$ cat src/rtl/dtu_ram.sv
// Generic single-port synchronous RAM with a registered read.
// No dependencies.
module dtu_ram #(
	parameter int WIDTH = 8,
	parameter int DEPTH = 256
) (
	input  logic                     clk,
	input  logic                     en,
	input  logic                     we,
	input  logic [$clog2(DEPTH)-1:0] addr,
	input  logic [WIDTH-1:0]         wdata,
	output logic [WIDTH-1:0]         rdata
);

	logic [WIDTH-1:0] mem [DEPTH];

	always_ff @(posedge clk) begin
		if (en) begin
			if (we) begin
				mem[addr] <= wdata;
			end else begin
				rdata <= mem[addr];
			end
		end
	end

endmodule

$ cat config.mk
export PLATFORM = sky130hd
export DESIGN_NAME = dtu_ram
export DESIGN_NICKNAME = d
export VERILOG_FILES = /design/src/rtl/dtu_ram.sv
export SDC_FILE = /design/constraint.sdc
export NUM_CORES = 2
export LEC_CHECK = 0
export ABC_AREA = 0
export BUFFER_PORTS_ARGS = -buffer_cell sky130_fd_sc_hd__buf_2
export CAP_MARGIN = 20
export CORE_MARGIN = 4
export CORE_UTILIZATION = 63
export CTS_CLUSTER_SIZE = 28
export DETAILED_ROUTE_END_ITERATION = 6
export PLACE_DENSITY = 0.89
export SETUP_SLACK_MARGIN = 0.15
export SLEW_MARGIN = 0
export SYNTH_ARGS = -nofsm -noshare
export SYNTH_HDL_FRONTEND = slang
export SYNTH_SLANG_ARGS = --single-unit
$ cat constraint.sdc
create_clock -name clk -period 3.11 [get_ports clk]
set_input_delay 0.622 -clock clk [delete_from_list [all_inputs] [get_ports clk]]
set_output_delay 0.622 -clock clk [all_outputs]
set_load 0.005 [all_outputs]
==> out/metrics.csv <==
stage,metric,value,unit
worst_setup_path,r2r_start,mem[200][6],
worst_setup_path,reg2reg_depth,6,
sta,slew-limit-headroom,0.2875,
status,outcome,finished clean,
clock_tree,cts.sinks,2056,
worst_setup_path,crit_fanout,15,
placed_design,dp.cells,5552,
routing,wl_per_cell,39.72,µm
synthesis,synthTopCellsByArea,"edfxtp_1, mux4_2, a22oi_1, nor2_1, a21oi_1",
clock_tree,post_cts_buffers,0,
routing,drtAntennaViolNets,0,
clock_tree,cts_tree,done,
sta,setup_ws,109.0,ps
finish,post_layout_nonfiller_instances,5917,
synthesis,synthCells,3526,
synthesis,ys_seq_area_frac,0.7877,
routing,vias,44526,
worst_setup_path,r2r-end,rdata[6],
worst_setup_path,critPathRequiredTime,3680,ps
floorplanning,die_y,360.7,µm
synthesis,netlist_area,78380,µm²
clock_tree,clk_pin_slew,70,ps
hold_path,hold_path_class,in2reg,
sta,fin_crit,3001,ps
clock_tree,insertion_delay,840,ps
worst_setup_path,r2r_slack,230,ps
worst_setup_path,end_kind,flop,
flow_run,maxCapViolations,0,
synthesis,synth_top_area_frac,0.7877,
power,ir_drop,632.9,µV
routing,drcViolationCount,0,
placed_design,place_area,85010,µm²
synthesis,ys_warn_count,0,
synthesis,synth_fp_nets,3545,
finish,syn_to_final_growth,16.23,%
floorplanning,fp-row-count,129,
routing,dr.first_iter.drc_count,9395,
placed_design,numPortBuffers,26,
synthesis,avgSynthCellArea,22.23,µm²
sta,tns,0,ps
synthesis,ys_seq_elements,2056,
worst_setup_path,path_class,in2reg,
grt,overflow,0,
synthesis,synth-main-ff-cell,edfxtp_1,
worst_setup_path,endpoint,rdata[6],
sta,finalSetupViolCount,0,
routing,dr.pass1.iters,6,
power,p_leak,29.05,nW
routing,drt-total-wl,235000,µm
placed_design,dp_slack,-900.1,ps
grt,grt_pass1_vias,44906,
worst_setup_path,start_kind,input port,
power,power_density,621.1,nW/µm²
placed_design,place_congestion,0.8714,
sta,fin_skew,33.23,ps
sta,whs,149.4,ps
clock_tree,cts_buffers,189,
finish,fillers,6049,
finish,final_cell_area,91100,µm²
routing,avgViaCountPerCell,7.525,
synthesis,synth_edf_count,2056,
finish,drive_gt1_frac,0.3299,
sta,hold_viol_final,0,
clock_tree,clock-root-buffer,clkbuf_16,
floorplanning,core,123600,µm²
sta,finalMaxSlewViolations,0,
clock_tree,cts_buffer_depth,3,
synthesis,synth.distinct_cells,21,
sta,max_freq,333.2,MHz
finish,multi_input_area,15740,µm²
worst_setup_path,crit_start,addr[0],
grt,grt_pass1_wl,335700,µm
synthesis,yosysMostFrequentCell,edfxtp_1,
finish,seqCellArea,61740,µm²
grt,grt_max_degree,106,
synthesis,postSynth.asyncResetShare,0,
sta,rsz0062_at_grt,false,
synthesis,synth_largest_area_cell,edfxtp_1,
sta,min_period_over_period,0.9650,
finish,fin_nets,4125,
floorplanning,initial_utilization,0.6339,
floorplanning,io_pins,27,
placed_design,post-dp-hpwl,127500,µm
floorplanning,die_w,360.7,µm
grt,antenna_found_initial,12,
worst_setup_path,critPathArrivalTime,3570,ps
floorplanning,die_area,130100,µm²
grt,grt_usage,0.3653,
clock_tree,htree_levels,4,
sta,tightest_slew,1067,ps
synthesis,synth_common_cells,"edfxtp_1, mux4_2, nor2_1, a22oi_1, clkbuf_1",
## logic make-up (layout without fill, tap and decap cells)
| logic type | count (synthesis) | in the layout | share of synthesized area |
|---|---|---|---|
| AO/OA/AOI/OAI | 416 | 416 | 0.03627 |
| buffers and inverters | 225 | 964 | 0.01282 |
| flip-flops | 2056 | 2056 | 0.7877 |
| multiplexers | 512 | 512 | 0.1471 |
| other | 0 | 15 | 0 |
| AND/OR/NAND/NOR | 317 | 317 | 0.01606 |
## cell usage in the layout, fill, tap and decap left out
cell type and instances:
and2_4 1, and2_1 1, and4_1 1, o41ai_1 24
nor2b_1 5, a22oi_1 256, clkinv_8 4, o41ai_2 6
a21oi_1 128, inv_16 1, clkinv_16 1, inv_8 1
diode_2 15, nand2_1 30, mux4_2 512, clkbuf_1 40
nand2b_1 1, bufinv_16 14, nand2b_2 1, nor3b_1 2
nand3_1 4, nor2b_4 2, nor3_1 1, o41ai_4 2
or2_2 1, clkinv_2 42, edfxtp_1 2056, nor2_4 1
nor2_1 258, buf_4 513, buf_12 74, clkinv_1 43
nand4_1 8, buf_2 17, buf_8 2, clkbuf_16 192
clkbuf_8 8, clkinvlp_4 5, inv_6 7
## area by class of cell
cell class,count,area share
diodes,15,0.0004120
clock buffers,232,0.05439
clock inverters,118,0.01117
multi-input cells,1245,0.1728
flip-flops and latches,2056,0.6777
well taps,1637,0.02248
repair buffers,614,0.06101
## how the worst min path moves through the flow
| stage | from | end | cells past startpoint |
|---|---|---|---|
| 2_1_floorplan | wdata[0] | mem[0][0] | 0 |
| 3_3_place_gp | wdata[3] | mem[115][3] | 1 |
| 3_5_place_dp | wdata[3] | mem[113][3] | 1 |
| 4_1_cts | wdata[3] | mem[70][3] | 1 |
| 5_1_grt | wdata[3] | mem[113][3] | 1 |
| 6_report | wdata[3] | mem[112][3] | 1 |
## stage by stage
stage / power (mW) / utilization
after CTS: 56.41 / 0.7362
after global placement: 33.73 / 0.6875
after floorplan: 32.43 / -
final: 56.58 / 0.7368
after detailed placement: 33.87 / 0.6876
after global routing: 57.88 / 0.7365
## what timing repair did
item / in CTS / in global routing
endpoints found under the setup margin: 5 / 4
resized for setup: 5 / 4
hold buffers: 0 / 0
## where the power goes
| group | switching, mW | internal [mW] |
|---|---|---|
| logic | 1.87 | 1.09 |
| clock network | 10.6 | 12.5 |
| registers | 0.0249 | 30.5 |
## layer usage
metal | track usage | share of wire | up-vias
met2 | 0.5643 | 0.47 | 5027
li1 | - | - | 16163
met1 | 0.4643 | 0.29 | 22054
met5 | 0 | 0.00024 | -
met3 | 0.1065 | 0.15 | 1274
met4 | 0.2285 | 0.083 | 8
## critical path, stage by stage
cell and delay, ps:
buf_8 210, buf_12 240, buf_4 260, mux4_2 560
a22oi_1 290, a21oi_1 180, o41ai_1 700, buf_2 340
nand4_1 140
## registers in the layout (all words and copies together) (netlist names)
register  count
rdata         8
mem        2048
Note: power is estimated with default switching activity, not from simulation.
