### src/rtl/dtu_pkg.sv
// Shared types, codes and helpers for the data-transfer unit.
// No dependencies; imported by dtu_regs, the core and the bench.
package dtu_pkg;

	localparam int NUM_REGS = 7;

	// instruction codes
	localparam logic [3:0] OP_MOV  = 4'd0;
	localparam logic [3:0] OP_MVI  = 4'd1;
	localparam logic [3:0] OP_LXI  = 4'd2;
	localparam logic [3:0] OP_LDA  = 4'd3;
	localparam logic [3:0] OP_STA  = 4'd4;
	localparam logic [3:0] OP_LHLD = 4'd5;
	localparam logic [3:0] OP_SHLD = 4'd6;
	localparam logic [3:0] OP_STAX = 4'd7;
	localparam logic [3:0] OP_XCHG = 4'd8;

	// register / pair codes
	localparam logic [2:0] R_A = 3'd0;
	localparam logic [2:0] R_B = 3'd1;
	localparam logic [2:0] R_C = 3'd2;
	localparam logic [2:0] R_D = 3'd3;
	localparam logic [2:0] R_E = 3'd4;
	localparam logic [2:0] R_H = 3'd5;
	localparam logic [2:0] R_L = 3'd6;
	localparam logic [2:0] R_M = 3'd7;

	// error codes
	localparam logic [1:0] ERR_OK   = 2'd0;
	localparam logic [1:0] ERR_PAIR = 2'd2;

	typedef logic [NUM_REGS-1:0][7:0] regs_t;

	typedef struct packed {
		logic [3:0]  req_type;
		logic [2:0]  dst_code;
		logic [2:0]  src_code;
		logic [7:0]  imm_byte;
		logic [15:0] addr_word;
	} req_t;

	typedef struct packed {
		logic [1:0]  error_code;
		logic [7:0]  acc_out;
		logic [7:0]  b_out;
		logic [7:0]  c_out;
		logic [7:0]  d_out;
		logic [7:0]  e_out;
		logic [7:0]  h_out;
		logic [7:0]  l_out;
		logic [1:0]  mem_wrote;
		logic [15:0] mem_addr_out;
		logic [7:0]  mem_data_out;
	} rsp_t;

	// write-back stage status handed to the register file
	typedef struct packed {
		logic       valid;
		logic       commit;
		req_t       req;
		logic [1:0] err;
		logic [7:0] d1;
	} wb_t;

	function automatic logic [7:0] reg_sel(input regs_t r, input logic [2:0] code);
		logic [7:0] v;
		v = '0;
		for (int i = 0; i < NUM_REGS; i++) begin
			if (code == 3'(i)) begin
				v = r[i];
			end
		end
		return v;
	endfunction

endpackage

### src/rtl/dtu_regs.sv
// Register file A..L with write-back logic and a forwarding output.
// Depends on dtu_pkg.
module dtu_regs import dtu_pkg::*; (
	input  logic       clk,
	input  logic       arst_n,
	input  wb_t        wb,
	input  logic [7:0] d2,
	output regs_t      regs_nxt,
	output regs_t      regs_fwd
);

	regs_t regs_q;

	always_comb begin
		regs_nxt = regs_q;
		if (wb.err == ERR_OK) begin
			unique case (wb.req.req_type)
				OP_MOV: begin
					if (wb.req.dst_code != R_M) begin
						for (int i = 0; i < NUM_REGS; i++) begin
							if (wb.req.dst_code == 3'(i)) begin
								regs_nxt[i] = (wb.req.src_code == R_M) ? wb.d1
									: reg_sel(regs_q, wb.req.src_code);
							end
						end
					end
				end
				OP_MVI: begin
					for (int i = 0; i < NUM_REGS; i++) begin
						if (wb.req.dst_code == 3'(i)) begin
							regs_nxt[i] = wb.req.imm_byte;
						end
					end
				end
				OP_LXI: begin
					// error check upstream guarantees B, D, H or M here
					if (wb.req.dst_code == R_B) begin
						regs_nxt[R_B] = wb.req.addr_word[15:8];
						regs_nxt[R_C] = wb.req.addr_word[7:0];
					end else if (wb.req.dst_code == R_D) begin
						regs_nxt[R_D] = wb.req.addr_word[15:8];
						regs_nxt[R_E] = wb.req.addr_word[7:0];
					end else begin
						regs_nxt[R_H] = wb.req.addr_word[15:8];
						regs_nxt[R_L] = wb.req.addr_word[7:0];
					end
				end
				OP_LDA: regs_nxt[R_A] = wb.d1;
				OP_LHLD: begin
					regs_nxt[R_L] = wb.d1;
					regs_nxt[R_H] = d2;
				end
				OP_XCHG: begin
					regs_nxt[R_D] = regs_q[R_H];
					regs_nxt[R_H] = regs_q[R_D];
					regs_nxt[R_E] = regs_q[R_L];
					regs_nxt[R_L] = regs_q[R_E];
				end
				default: ;
			endcase
		end
	end

	// next instruction sees the values being written back this cycle
	assign regs_fwd = wb.valid ? regs_nxt : regs_q;

	always_ff @(posedge clk or negedge arst_n) begin
		if (!arst_n) begin
			regs_q <= '0;
		end else if (wb.valid && wb.commit) begin
			regs_q <= regs_nxt;
		end
	end

endmodule

### config.mk
export PLATFORM = sky130hd
export DESIGN_NAME = dtu_regs
export DESIGN_NICKNAME = d
export VERILOG_FILES = /design/src/rtl/dtu_pkg.sv /design/src/rtl/dtu_regs.sv
export SDC_FILE = /design/constraint.sdc
export NUM_CORES = 1
export LEC_CHECK = 0
export BUFFER_PORTS_ARGS = -buffer_cell sky130_fd_sc_hd__clkbuf_2
export CAP_MARGIN = 20
export CORE_ASPECT_RATIO = 1.75
export CORE_MARGIN = 2
export CORE_UTILIZATION = 50
export DETAILED_ROUTE_END_ITERATION = 16
export PLACE_DENSITY = 0.76
export SYNTH_ARGS = -nofsm -noshare
export SYNTH_HDL_FRONTEND = slang
export SYNTH_SLANG_ARGS = --single-unit
export TNS_END_PERCENT = 30
### constraint.sdc
create_clock -name clk -period 6.5 [get_ports clk]
set_input_delay 0.65 -clock clk [delete_from_list [all_inputs] [get_ports clk]]
set_output_delay 0.65 -clock clk [all_outputs]
set_load 0.02 [all_outputs]
==> flow_summary.toml, run 1 <==
[power]
power_frac_comb = 0.477
seq_power_share = 0.346
p_sw_frac = 0.477
intPower_mw = 0.838
p_sw_mw = 0.763
clkPwrFrac = 0.178
p_per_area_nw_per_um2 = 208
vdd_drop_max_uv = 160
leakage_nw = 3.31

[floorplan]
die_h_um = 157
die-area_um2 = 14400
start_util = 0.506
die_w_um = 91.5
rows = 56
io_pins = 168
core_um2 = 13200

[route]
drt_pass1_iterations = 7
ant_nets = 0
drt_iter0_markers = 1026
viasPerCell = 6.76
wl_per_cell_um = 23.4
wl_met1_mm = 10.0
wl_met2_mm = 13.5
drc = 0
route.final.wire_length_mm = 28.7
vias = 8290
top_layer_used = "met4"
routed-wl-met3_mm = 2.66

[synthesis]
yosys_warnings = 0
synth_edf_count = 0
synth.distinct_cells = 66
ys_seq_area_frac = 0.209
syn-cell-area_um2 = 6700
synth_flop_cell = "dfrtp_1"
synth_seq_cells = 56
yosys.area.top_type = "dfrtp_1"
syn_avg_cell_area_um2 = 7.06
synthTopCellsByArea = "dfrtp_1 (21%), a21oi_1 (12%), nor2_1 (11%)"
synthArstFlopShare = 1.00
synth_top_area_frac = 0.209
synthesis.nets = 1005
synthCells = 949

[grt]
grt_max_degree = 57
grt_pass1_vias = 7873
grtUsageTotal = 0.393
overflow = 0
antenna_found_initial = 0
grt_pass1_wl_mm = 43.9

[sta]
finalCritPeriodShare = 0.659
worstMarginPinSlew_ns = 1.06
fmax_mhz = 233
setup_tns_ns = 0
rsz0062_at_grt = "false"
period_minus_slack_ns = 4.28
slew-limit-headroom = 0.292
drv_slew = 0
finalClockSkew_ns = 0.00412
hold_viol = 0
setup-violations-final = 0

[worst_setup_path]
crit_arrival_ns = 3.63
reg2regPathDepth = 6
required_ns = 5.85
r2r_end = "regs_q[36]"
cp-end-kind = "primary output"
crit_fanout = 33
path_class = "primary input to primary output"
worstReg2RegStart = "regs_q[52]"
r2r_slack_ns = 3.75
worst_setup_path_start_kind = "primary input"

[finish]
final_area_um2 = 7680
syn_to_final_growth_pct = 14.6
largest_register_ffs = 56
n_fill_cell = 1344
nets = 1107
antenna_cells = 0
largest_registers = "regs_q: 56 flops"
largest-register = "regs_q"
layout-drive-gt1-share = 0.234

[clock_tree]
cts_sinks = 56
htree_levels = 2
insertion_delay_ns = 0.30
post_cts_buffers = 0
cts_tree = "built"
postCtsHoldBufs = 0
cts_resized = 0
root_buffer = "clkbuf_16"
cts_made_buffers = 5
cts.path.max_buffers = 2
clk_pin_slew_ns = 0.07

[placed_design]
io_buffers = 167
hpwl_mm = 21.2
place_area_um2 = 7500
place.gp.congestion = 1.03

[hold_path]
hold_class = "primary input to async pin"

[job]
maxCapViolCount = 0

[status]
outcome = "finished clean"
[metal layers]
layer | up-vias | track usage
met2 | 562 | 0.638
li1 | 3722 | -
met1 | 3866 | 0.463
met4 | 0 | 0.304
met5 | - | 0
met3 | 140 | 0.0594
[worst max path at each step]
stage	slack, ns	to	from	cells past startpoint
2_1_floorplan	3.29	regs_fwd[4]	wb[34]	8
4_1_cts	2.28	regs_fwd[39]	wb[41]	7
3_5_place_dp	2.27	regs_fwd[39]	wb[41]	7
5_1_grt	2.10	regs_fwd[39]	wb[41]	7
3_3_place_gp	2.32	regs_fwd[39]	wb[41]	7
6_report	2.22	regs_fwd[39]	wb[41]	7
[placed cells by master (no fill, tap or decap), types with 12 or more instances in the layout]
master / synthesis / final
clkbuf_2: 0 / 167
nand2_1: 79 / 79
a21oi_1: 161 / 161
o22a_1: 22 / 22
dfrtp_1: 56 / 56
nor2_1: 192 / 192
mux2_2: 26 / 26
o21ai_0: 53 / 53
o21a_1: 14 / 14
o22ai_1: 23 / 23
mux2i_1: 29 / 29
a211oi_1: 16 / 16
a22oi_1: 14 / 14
nand2b_1: 12 / 12
[synth_stat cells, types with 3 or more instances]
| library cell | count |
|---|---|
| a222oi_1 | 10 |
| and4_1 | 3 |
| nand3b_1 | 5 |
| and3_1 | 3 |
| nand3_1 | 10 |
| o21ai_0 | 53 |
| or3_1 | 3 |
| nor2b_1 | 7 |
| o31ai_1 | 4 |
| nand2b_1 | 12 |
| nor2_1 | 192 |
| nor3b_1 | 3 |
| a211oi_1 | 16 |
| nor3_1 | 8 |
| and3b_1 | 4 |
| buf_2 | 27 |
| a21oi_1 | 161 |
| mux2i_1 | 29 |
| o221ai_1 | 6 |
| a221oi_2 | 4 |
| o21ai_1 | 8 |
| nor3_2 | 5 |
| mux4_2 | 11 |
| o211a_1 | 3 |
| o22ai_1 | 23 |
| a31oi_1 | 3 |
| a311oi_1 | 3 |
| a22oi_1 | 14 |
| nand2_1 | 79 |
| mux2_2 | 26 |
| o21a_1 | 14 |
| clkbuf_1 | 50 |
| o31a_1 | 3 |
| o2111a_1 | 6 |
| o22a_1 | 22 |
| a211o_1 | 5 |
| inv_1 | 3 |
| buf_1 | 5 |
| dfrtp_1 | 56 |
| a21o_1 | 4 |
| and2_1 | 5 |
| o211ai_1 | 6 |
[layout make-up]
type | count | area (µm²) | area share
timing repair buffer | 179 | 950 | 0.124
sequential | 56 | 1400 | 0.182
clock inverter | 2 | 16.3 | 0.00212
inverter | 4 | 15.0 | 0.00195
multi-input combinational | 805 | 4950 | 0.645
clock buffer | 6 | 129 | 0.0168
tap | 174 | 218 | 0.0283
[through the flow]
step | worst slack [ns] | total power [mW] | cells | hold slack, ns | utilization
finish | 2.22 | 1.60 | 1226 | 0.495 | 0.580
global route | 2.10 | 1.69 | 1226 | 0.564 | 0.580
CTS | 2.28 | 1.59 | 1224 | 0.532 | 0.577
detailed placement | 2.27 | 1.30 | 1216 | 0.566 | 0.566
global placement | 2.32 | 1.29 | 1216 | 0.542 | 0.566
floorplan | 3.29 | 1.02 | 949 | 0.354 | -
[logic make-up after synthesis]
family          after synthesis  synth area share
fa+ha+maj                     1           0.00168
flops                        56             0.209
simple gates                357             0.245
buf+inv                      88            0.0566
mux                          66             0.124
compound gates              381             0.364
[power groups by stage]
| stage | sequential [mW] | combinational, mW | clock, mW |
|---|---|---|---|
| 3_3_place_gp | 0.547 | 0.745 | 0 |
| 2_1_floorplan | 0.482 | 0.541 | 0 |
| 4_1_cts | 0.542 | 0.756 | 0.290 |
| 5_1_grt | 0.559 | 0.830 | 0.302 |
| 6_report | 0.553 | 0.763 | 0.284 |
| 3_5_place_dp | 0.550 | 0.753 | 0 |
[critical path: stages]
cell and delay, ns:
clkbuf_2 0.41, maj3_2 0.50, or4_1 0.84, a2111oi_0 0.52
o211ai_1 0.27, o22a_1 0.28, clkbuf_2 0.15
No activity file was read; power rests on OpenSTA's default activity.
==> inputs of run 2 (changes only) <==
--- a/config.mk
+++ b/config.mk
@@ -11,7 +11,7 @@
 export CORE_MARGIN = 2
 export CORE_UTILIZATION = 50
 export DETAILED_ROUTE_END_ITERATION = 16
-export PLACE_DENSITY = 0.76
+export PLACE_DENSITY = 0.79
 export SYNTH_ARGS = -nofsm -noshare
 export SYNTH_HDL_FRONTEND = slang
 export SYNTH_SLANG_ARGS = --single-unit
==> constraint.sdc (replaced) <==
create_clock -name clk -period 3.45 [get_ports clk]
set_input_delay 0.345 -clock clk [delete_from_list [all_inputs] [get_ports clk]]
set_output_delay 0.345 -clock clk [all_outputs]
set_load 0.02 [all_outputs]
==> run 2 against run 1 <==
  * Sequential cell count is the same
  * Sequential power grew 86%
  * Clock skew grew 0.0065 ns
  * Via count grew 1.8%
  * Hold slack lost 0.42 ns
==> flow_summary.toml, run 2 (synthesized netlist as in run 1, its figures left out) <==
[finish]
antenna_cells = 0
layout-drive-gt1-share = 0.261
largest_registers = "regs_q: 56 flops"
post-route-util = 0.598
syn_to_final_growth_pct = 18.3
largest-register = "regs_q"
final_common_cell = "nor2_1"
nets = 1145
largest_register_ffs = 56
final_cell_mix = "nor2_1 (192), clkbuf_2 (167), a21oi_1 (161)"

[grt]
grtUsageTotal = 0.411
grtUsageMet3 = 0.0675
overflow = 0
grt_pass1_wl_mm = 45.7
grt_pass1_vias = 7960
antenna_found_initial = 0
grt_max_degree = 40
top_usage_layer = "met2"
grt_use_met2 = 0.674
use_met1 = 0.475

[placed_design]
place.gp.congestion = 1.07
io_buffers = 167
dp_slack_ns = 0.430
hpwl_mm = 22.8

[floorplan]
io_pins = 168
rows = 56
start_util = 0.506
core_um2 = 13200
die_h_um = 157
die_w_um = 91.5
die-area_um2 = 14400

[sta]
fmax_mhz = 325
setup_tns_ns = 0
worstMarginPinSlew_ns = 0.727
hold_viol = 0
finalCritPeriodShare = 0.893
period_minus_slack_ns = 3.08
hold-worst-slack_ns = 0.0696
finalClockSkew_ns = 0.0107
finalWorstSetupSlack_ns = 0.371
setup-violations-final = 0
rsz0062_at_grt = "false"
slew-limit-headroom = 0.515
drv_slew = 0

[route]
drt_iter0_markers = 934
drc = 0
vias = 8439
viasPerCell = 6.68
drt_pass1_iterations = 6
ant_nets = 0
wl_per_cell_um = 23.9
route.final.wire_length_mm = 30.2

[worst_setup_path]
r2r_slack_ns = 1.16
path_class = "primary input to primary output"
worst_setup_path_start_kind = "primary input"
crit_fanout = 22
reg2regPathDepth = 6
required_ns = 3.11
cp-end-kind = "primary output"
r2r_end = "regs_q[27]"
worstReg2RegStart = "regs_q[43]"
crit_arrival_ns = 2.73

[clock_tree]
cts_made_buffers = 5
cts_resized = 0
root_buffer = "clkbuf_16"
cts.path.max_buffers = 2
htree_levels = 2
insertion_delay_ns = 0.32
cts_tree = "built"
postCtsHoldBufs = 0
clk_pin_slew_ns = 0.09
cts_sinks = 56
post_cts_buffers = 0

[power]
leakage_nw = 3.48
vdd_drop_max_uv = 264
p_per_area_nw_per_um2 = 394

[hold_path]
hold_class = "primary input to async pin"

[job]
maxCapViolCount = 0

[status]
outcome = "finished clean"
## run 2: worst max-delay path: stages
cell	delay, ns
clkbuf_2	0.48
mux4_2	0.58
mux2_2	0.34
nor4_1	0.59
o22ai_1	0.19
clkbuf_2	0.20
## run 2: report_power, final
group / switching (mW) / internal (mW)
sequential: 0.271 / 0.762
combinational: 0.931 / 0.572
clock: 0.305 / 0.278
## run 2: worst max-delay path by stage
stage / from / to / slack [ns] / cells after the start
after floorplan: wb[34] / regs_fwd[4] / 0.85 / 8
after global placement: wb[43] / regs_fwd[12] / 0.46 / 7
after detailed placement: wb[34] / regs_fwd[13] / 0.43 / 8
after CTS: wb[34] / regs_fwd[13] / 0.43 / 8
after global routing: wb[34] / regs_fwd[29] / 0.27 / 8
final: wb[34] / regs_fwd[25] / 0.37 / 6
## run 2: layout make-up
type | count | area, µm²
Clock buffer | 5 | 125
Sequential cell | 56 | 1400
Fill cell | 1315 | 5320
Timing Repair Buffer | 217 | 1210
Tap cell | 174 | 218
Inverter | 4 | 15.0
Clock inverter | 3 | 27.5
Multi-Input combinational cell | 805 | 4930
## run 2: metal layers
| layer | part of all wire | vias to the layer above |
|---|---|---|
| li1 | - | 3799 |
| met1 | 0.35 | 3923 |
| met2 | 0.48 | 572 |
| met3 | 0.095 | 145 |
| met4 | 0.077 | 0 |
| met5 | 0 | - |
## run 2: stage by stage
step	power [mW]	std cells	instance area, µm²
4_1_cts	3.08	1264	7930
3_3_place_gp	2.49	1256	7770
5_1_grt	3.27	1264	7930
6_report	3.12	1264	7930
2_1_floorplan	1.93	949	6700
3_5_place_dp	2.50	1256	7770
==> inputs of run 3 (changes only) <==
--- a/config.mk
+++ b/config.mk
@@ -7,11 +7,12 @@
 export LEC_CHECK = 0
 export BUFFER_PORTS_ARGS = -buffer_cell sky130_fd_sc_hd__clkbuf_2
 export CAP_MARGIN = 20
-export CORE_ASPECT_RATIO = 1.75
+export CORE_ASPECT_RATIO = 1.1
 export CORE_MARGIN = 2
 export CORE_UTILIZATION = 50
 export DETAILED_ROUTE_END_ITERATION = 16
 export PLACE_DENSITY = 0.79
+export SLEW_MARGIN = 20
 export SYNTH_ARGS = -nofsm -noshare
 export SYNTH_HDL_FRONTEND = slang
 export SYNTH_SLANG_ARGS = --single-unit
==> run 3 against run 2 <==
  * Hold slack better by 0.12 ns
  * Register-to-register slack hardly changed
  * Clock power is 6.0% lower
  * Non-clock buffer count is 3 higher
  * Clock skew is 0.0014 ns lower
==> flow_summary.toml, run 3 (synthesized netlist as in run 1, its figures left out) <==
[status]
outcome = "finished clean"

[finish]
final_area_um2 = 7950
largest_registers = "regs_q: 56 flops"
final_cell_mix = "nor2_1 (192), clkbuf_2 (166), a21oi_1 (160)"
multiInputGateArea_um2 = 4930
nets = 1148
largest_register_ffs = 56
antenna_cells = 0
layout-drive-gt1-share = 0.263
regArea_um2 = 1400
final_common_cell = "nor2_1"
largest-register = "regs_q"
n_fill_cell = 1309
syn_to_final_growth_pct = 18.6

[route]
drc = 0
drt_pass1_iterations = 6
route.final.wire_length_mm = 30.7
wl_per_cell_um = 24.5
vias = 8697
ant_nets = 0
drt_iter0_markers = 1309
viasPerCell = 6.94

[grt]
grt_pass1_vias = 7841
grtUsageTotal = 0.421
grt_pass1_wl_mm = 46.2
overflow = 0
grt_max_degree = 41
antenna_found_initial = 0

[sta]
finalClockSkew_ns = 0.00927
hold_viol = 0
worstMarginPinSlew_ns = 1.02
period_minus_slack_ns = 3.11
fmax_mhz = 321
drv_slew = 0
setup-violations-final = 0
slew-limit-headroom = 0.321
finalCritPeriodShare = 0.902
rsz0062_at_grt = "false"
setup_tns_ns = 0

[power]
p_sw_frac = 0.481
seq_power_share = 0.333
p_per_area_nw_per_um2 = 391
intPower_mw = 1.61
power_frac_comb = 0.491
leakage_nw = 3.50
clkPwrFrac = 0.177
p_sw_mw = 1.49
vdd_drop_max_uv = 330

[clock_tree]
insertion_delay_ns = 0.32
htree_levels = 2
cts_sinks = 56
root_buffer = "clkbuf_16"
postCtsHoldBufs = 0
cts.path.max_buffers = 2
clk_pin_slew_ns = 0.08
cts_made_buffers = 5
cts_tree = "built"

[floorplan]
die_h_um = 125
die-area_um2 = 14300
rows = 44
io_pins = 168
core_um2 = 13200
start_util = 0.509
die_w_um = 114

[placed_design]
place.gp.congestion = 1.08
io_buffers = 167
place_area_um2 = 7800
hpwl_mm = 23.0

[worst_setup_path]
worstReg2RegStart = "regs_q[50]"
cp-end-kind = "primary output"
worst_setup_path_start_kind = "primary input"
path_class = "primary input to primary output"
r2r_end = "regs_q[18]"
r2r_slack_ns = 1.17
crit_chain = "clkbuf_2, or2_1, or3_1, nor3_4, a21oi_1, nor2_1, clkbuf_2"
crit_top_cell = "clkbuf_2"
crit_slowest_cell = "or3_1"
reg2regPathDepth = 5
required_ns = 3.11
slowest_delay_ns = 0.59
crit_fanout = 14
crit_arrival_ns = 2.77

[hold_path]
hold_class = "primary input to async pin"

[job]
maxCapViolCount = 0
==> run 3: cell types whose count changed in the layout (fill, tap and decap cells not counted), sizes merged <==
cell,delta
clkinvlp,-1
buf,+4
==> run 3: worst max-delay path, delay by kind of cell <==
| family | cells | cell delay, ns |
|---|---|---|
| AOI/OAI and AO/OA | 1 | 0.26 |
| buffers and inverters | 2 | 0.42 |
| and+or+nand+nor | 4 | 1.74 |
==> run 3: final cells by class <==
cell class                 count  share of cell area
inverter                       4             0.00189
clock inverter                 2             0.00173
multi-input combinational    805               0.620
sequential                    56               0.176
clock buffer                   6              0.0162
tap                          161              0.0253
timing repair buffer         220               0.158
==> run 3: metal layers <==
metal | part of all wire | GRT usage
met2 | 0.44 | 0.636
met1 | 0.38 | 0.556
met3 | 0.12 | 0.0902
met4 | 0.062 | 0.233
met5 | 0 | 0
==> run 3: what timing repair did <==
| item | in CTS | in global routing |
|---|---|---|
| setup buffers | 0 | 0 |
| gates resized for setup | 0 | 1 |
| setup endpoints to repair | 0 | 1 |
==> run 3: power groups by stage <==
stage	Clock [mW]	Combinational (mW)	Sequential, mW
6_report	0.549	1.52	1.03
5_1_grt	0.571	1.63	1.04
4_1_cts	0.553	1.50	1.01
3_5_place_dp	0	1.50	1.03
3_3_place_gp	0	1.48	1.02
2_1_floorplan	0	1.02	0.908
==> run 3: per-stage QoR <==
step	instances	hold WS, ns	total power [mW]	setup WS [ns]	util
2_1_floorplan	949	0.0494	1.93	0.854	-
3_3_place_gp	1246	0.546	2.51	0.263	0.593
3_5_place_dp	1246	0.568	2.52	0.282	0.593
4_1_cts	1254	0.261	3.07	0.274	0.604
5_1_grt	1254	0.261	3.24	0.225	0.604
6_report	1254	0.194	3.11	0.339	0.604
==> run 3: worst max path at each step <==
stage                start           end  slack (ns)  cells after the start
detailed placement  wb[34]  regs_fwd[31]        0.28                      9
finish              wb[42]  regs_nxt[24]        0.34                      7
floorplan           wb[34]   regs_fwd[4]        0.85                      8
global route        wb[34]   regs_fwd[7]        0.23                      9
global placement    wb[34]  regs_fwd[23]        0.26                      9
CTS                 wb[34]  regs_fwd[23]        0.27                      9
